**config.mk**
```make
export PLATFORM = sky130hd
export DESIGN_NAME = dmx_psm_ram
export DESIGN_NICKNAME = d
export VERILOG_FILES = /design/src/design/dmx_priority_source_merger_macros.svh /design/src/design/dmx_psm_ram.sv
export SDC_FILE = /design/constraint.sdc
export NUM_CORES = 2
export LEC_CHECK = 0
export BUFFER_PORTS_ARGS = -buffer_cell sky130_fd_sc_hd__clkbuf_2
export CAP_MARGIN = 15
export CORE_MARGIN = 2
export CORE_UTILIZATION = 35
export CTS_BUF_LIST = sky130_fd_sc_hd__clkbuf_8
export CTS_CLUSTER_DIAMETER = 30
export CTS_CLUSTER_SIZE = 25
export DETAILED_ROUTE_END_ITERATION = 6
export SETUP_SLACK_MARGIN = 0.05
export SLEW_MARGIN = 15
export SYNTH_ARGS = -nofsm -noshare
export SYNTH_HDL_FRONTEND = slang
export SYNTH_SLANG_ARGS = --single-unit
export TNS_END_PERCENT = 50
```
**constraint.sdc**
```tcl
create_clock -name i_clk -period 2.39 [get_ports i_clk]
set_input_delay 0.1195 -clock i_clk [delete_from_list [all_inputs] [get_ports i_clk]]
set_output_delay 0.1195 -clock i_clk [all_outputs]
set_load 0.1 [all_outputs]
```
**src/design/dmx_priority_source_merger_macros.svh**
```systemverilog
// ----------------------------------------------------------------------------
// Assertion macros for the priority source merger
// Implication checks on i_clk, disabled while i_rst_n is low.
// ----------------------------------------------------------------------------
`ifndef DMX_PRIORITY_SOURCE_MERGER_MACROS_SVH
`define DMX_PRIORITY_SOURCE_MERGER_MACROS_SVH

// same-cycle implication
`define DMX_PSM_ASSERT_NOW(lbl, cond, prop) \
    lbl: assert property (@(posedge i_clk) disable iff (!i_rst_n) \
        (cond) |-> (prop)) else $error("merger check failed");

// next-cycle implication
`define DMX_PSM_ASSERT_NEXT(lbl, cond, prop) \
    lbl: assert property (@(posedge i_clk) disable iff (!i_rst_n) \
        (cond) |=> (prop)) else $error("merger check failed");

`endif

```
**src/design/dmx_psm_ram.sv**
```systemverilog
`timescale 1ns / 1ps
// ----------------------------------------------------------------------------
// dmx_psm_ram
// Generic simple dual-port RAM, one write port, one registered read port.
// ----------------------------------------------------------------------------
module dmx_psm_ram #(
    parameter int WIDTH = 8,
    parameter int DEPTH = 512,
    localparam int AW   = (DEPTH > 1) ? $clog2(DEPTH) : 1
) (
    input  logic             i_clk,
    input  logic             i_we,
    input  logic [AW-1:0]    i_waddr,
    input  logic [WIDTH-1:0] i_wdata,
    input  logic [AW-1:0]    i_raddr,
    output logic [WIDTH-1:0] o_rdata
);

    logic [WIDTH-1:0] r_mem [DEPTH];
    logic [WIDTH-1:0] r_rdata;

    always_ff @(posedge i_clk) begin
        if (i_we) begin
            r_mem[i_waddr] <= i_wdata;
        end
        r_rdata <= r_mem[i_raddr];
    end

    assign o_rdata = r_rdata;

endmodule

```
-- Word level (Yosys, flattened, before mapping)
Memory sizes are Yosys's and may differ from the RTL's. A register that Yosys moved wholly into a read port is not among the register bits.
Index checks and enable logic that the tools add are counted.
Widths: inputs -> output; s select.
- flip-flop bits (word level): 0
- memory bits (writable): 4096
- input port bits: 28
- output and inout bits: 8
- word-level logic and storage cells: 3
- memories kept: 1
- memory list (name ; words ; bits a word ; rd ports ; clocked after Yosys merged registers in ; write ports ; RTL line ; RTL):
    r_mem ; 512 ; 8 ; 1 ; 1 ; 1 ; dmx_psm_ram.sv:19 ; logic [WIDTH-1:0] r_mem [DEPTH];
- multiplexer cells: 2
- operators with widths (operator ; number):
    $mux 1 ; 2

-- Longest topological paths before layout
- depth in word-level cells: 2
- gate-level depth with buffers: 12
- mapped depth without buffers: 7

-- Worst setup path before layout
OpenSTA, ideal clock, no wires.
- kind: input to register
- from: in i_raddr[0]
- to: reg r_rdata[0] (netlist: o_rdata[0]) (read register of r_mem)
- setup time: 0.118 ns
- arrival time: 1.974 ns
- required time: 2.272 ns
- slack: 0.299 ns
- stages on the path: 10
- path buffers: 4
- cells stage by stage: buf_4 buf_12 buf_12 buf_2 mux4_2 o21ai_0 nand3_1 nand4_1 o21ai_0 o2111a_1
- RTL lines (element ; RTL line ; RTL):
    start, declared ; dmx_psm_ram.sv:15 ; input logic [AW-1:0] i_raddr,
    end, declared ; dmx_psm_ram.sv:20 ; logic [WIDTH-1:0] r_rdata;

==> summary.md <==
| Metric | Value |
|---|---|
| Die X | 680 um |
| Sequential share of the synthesized area | 0.770 |
| Starting density of the core | 0.351 |
| Number of DRC markers in iteration 0 | 10068 |
| Post-layout min period | 2.49 ns |
| Clk sink count | 4104 |
| WHS | 0.0907 ns |
| EDFF count, synth | 4096 |
| Most common cell after layout, fill and taps aside | edfxtp_1 |
| Worst Reg-to-Reg Cells | 9 |
| I/O Buffers | 35 |
| Initial antenna violation count | 18 |
| Sw frac | 0.236 |
| Netlist cell types | 51 |
| Worst path slowest cell | nor4_4 |
| Cell chain of the critical path | mux2i_1 -> o221ai_1 -> o22ai_1 -> o21ai_0 -> buf_4 -> nand4_1 -> nor4_4 -> buf_4 -> o2111a_1 |
| Worst Setup End Kind | flop |
| Syn Std Cell Area | 160000 um^2 |
| Status | complete, but fails checks |
| Root Driver | clkbuf_8 |
| Via count | 88006 |
| Max-cap viol count | 0 |
| Reg2Reg Launch Point | r_mem[185][4] |
| Die height | 680 um |
| Number of H-tree levels | 6 |
| Post-DP HPWL | 287000 um |
| WS Path Type | flop to flop |
| Post-Syn Instances | 8030 |
| Max IR drop VDD | 511 uV |
| CP peak stage delay | 0.41 ns |
| Slew Viols, Final | 0 |
| Total grt overflow | 0 |
| Post-Syn Nets | 8058 |
| Largest net degree at the start of global routing | 145 |
| I/O pins | 36 |
| Worst Setup SP | r_mem[185][4] |
| P_sw | 0.0375 W |
| Post-Syn Area per Cell | 19.9 um^2 |
| Power Density | 812 nW/um^2 |
| Most frequent cells in the layout | edfxtp_1 (4096), buf_4 (1284), mux2i_1 (795), clkbuf_8 (713), mux4_2 (654) |
| Total wire length | 446000 um |
| Worst path most repeated cell | buf_4 |
| Int Pwr | 0.121 W |
| Most used DFF post-synth | edfxtp_1 |
| Clock Path Buffers | 4 |
| # setup viols final | 3 |
| Design area | 195000 um^2 |
| Clock Skews | 0.113 ns |
| Critical path's top delay family | compound AO/OA/AOI/OAI gates |
| Final Hold Viols | 0 |
| Inserted Clock Buffers | 701 |
| Global Route Usage Sum | 0.187 |
| CORE AREA | 456000 um^2 |
| Max Clock Freq | 402 MHz |
| Post-route ant nets | 0 |
| Worst setup margin | -0.0966 ns |
| Placement Rows | 248 |
| Worst hold path class | primary input to flop |
| Placed Area | 178000 um^2 |
| Post-synthesis register bit count | 4104 |
| CP Data Required Time | 3.58 ns |
| Period Utilization, post-route | 1.04 |
| Worst path buffer plus inverter count | 2 |
| Vias per cell | 5.38 |
| RSZ-0062 raised after global routing | true |
| Area grow syn2layout | 22.2% |
| Seq pwr share | 0.500 |
| Comb power frac | 0.056 |
| Failing checks | setup timing |
| CTS tree | built |
| # DRC | 0 |
| Critical path depth | 9 |
| Global-route wire length before repair | 635000 um |
| Total Power | 0.159 W |
| Die ar. | 462000 um^2 |
| Crit path capture | o_rdata[4] |
| DRT Pass-1 Iters | 6 |
| # nets final | 9788 |
| Avg WL per Cell | 27.3 um |
| Share of cells above drive strength 1 | 0.334 |
| Leak | 65.2 nW |
| Worst endpoint data arrival time | 3.67 ns |
| Ys async rst share | 0 |
| Worst-Skew Late Latency | 1.24 ns |
| Worst relative slew slack | 0.307 |
| Clock slew at reported path FFs | 0.07 ns |
| Worst slew pin tran | 1.04 ns |
| Vias in the first global route | 89868 |
| Crit-path max FO | 2 |
| Warnings from Yosys | 0 |
| Sum Neg Setup Slack | -0.263 ns |
| Pre-CTS WS | -1.74 ns |
| Clock power frac | 0.445 |
| Startpoint Class | flop |
| Placer congestion estimate | 0.891 |
| Reg2reg end | o_rdata[4] |
| R2R setup slack | -0.1 ns |
[worst min path at each step]
stage	cells after the start	end	start	slack, ns
after detailed placement	1	r_mem[132][2]	i_wdata[2]	0.54
final	3	r_mem[426][2]	i_wdata[2]	0.09
after CTS	3	r_mem[426][2]	i_wdata[2]	0.004
after global placement	1	r_mem[132][2]	i_wdata[2]	0.54
after floorplan	0	r_mem[0][0]	i_wdata[0]	0.22
after global routing	3	r_mem[425][2]	i_wdata[2]	0.07
[logic make-up after synthesis]
kind of cell,share of synthesized area
flip-flops,0.770
multiplexers,0.142
buffers and inverters,0.0185
AND/OR/NAND/NOR,0.0263
AO/OA/AOI/OAI,0.0431
[state kept, by name (all words and copies together), names as in the netlist]
| signal | cells |
|---|---|
| r_mem | 4096 |
| o_rdata | 8 |
[cell type report]
class / count / area, um^2
fill: 39045 / 260000
inverter: 3 / 18.8
clock buffer: 712 / 9800
timing repair buffer: 1540 / 14000
tap: 6000 / 7510
clock inverter: 588 / 6150
antenna: 5 / 12.5
multi-input combinational: 3410 / 34800
sequential: 4104 / 123000
[layer usage]
| layer | track usage | part of all wire | up-vias | wire, um |
|---|---|---|---|---|
| met4 | 0.0708 | 0.038 | 0 | 16700 |
| met2 | 0.310 | 0.49 | 3981 | 217000 |
| met1 | 0.249 | 0.40 | 46073 | 179000 |
| met3 | 0.0292 | 0.075 | 788 | 33300 |
| li1 | - | - | 37164 | - |
| met5 | 0 | 0 | - | 0 |
[power groups by stage]
| stage | clock network (W) | logic [W] | registers, W |
|---|---|---|---|
| floorplan | 0 | 0.00377 | 0.0810 |
| global placement | 0 | 0.00849 | 0.0808 |
| detailed placement | 0 | 0.00864 | 0.0808 |
| CTS | 0.0717 | 0.00884 | 0.0793 |
| global route | 0.0747 | 0.00922 | 0.0792 |
| finish | 0.0706 | 0.00886 | 0.0793 |
[worst min-delay path, cell delays in order]
cell and delay (ns):
dlygate4sd3_1 0.56, buf_8 0.17, buf_12 0.21
[timing repair]
item                       4_1_cts  5_1_grt
setup endpoints to repair       16       54
buffers inserted                 2        1
hold endpoints to repair      5289        0
gates resized for setup        116       37
hold buffers                    35        0
pin swaps                       39       20
[per-stage QoR]
step | std cells | utilization
floorplan | 8030 | -
global placement | 15019 | 0.391
detailed placement | 15019 | 0.391
CTS | 16356 | 0.429
global route | 16360 | 0.429
finish | 16362 | 0.429
[cell usage after synthesis (41+ instances only)]
cell	number	area [um^2]
clkbuf_1	265	995
buf_2	57	285
buf_6	64	721
o22ai_1	163	1020
a22oi_1	61	458
mux4_2	654	14700
edfxtp_1	4096	123000
buf_4	70	526
a21oi_1	194	971
nor2_1	597	2240
o21ai_0	118	591
buf_1	41	154
nor3_1	109	546
o221ai_1	371	3250
mux2i_1	797	7980
nand2_1	111	417
(Power assumes the default switching activity.)
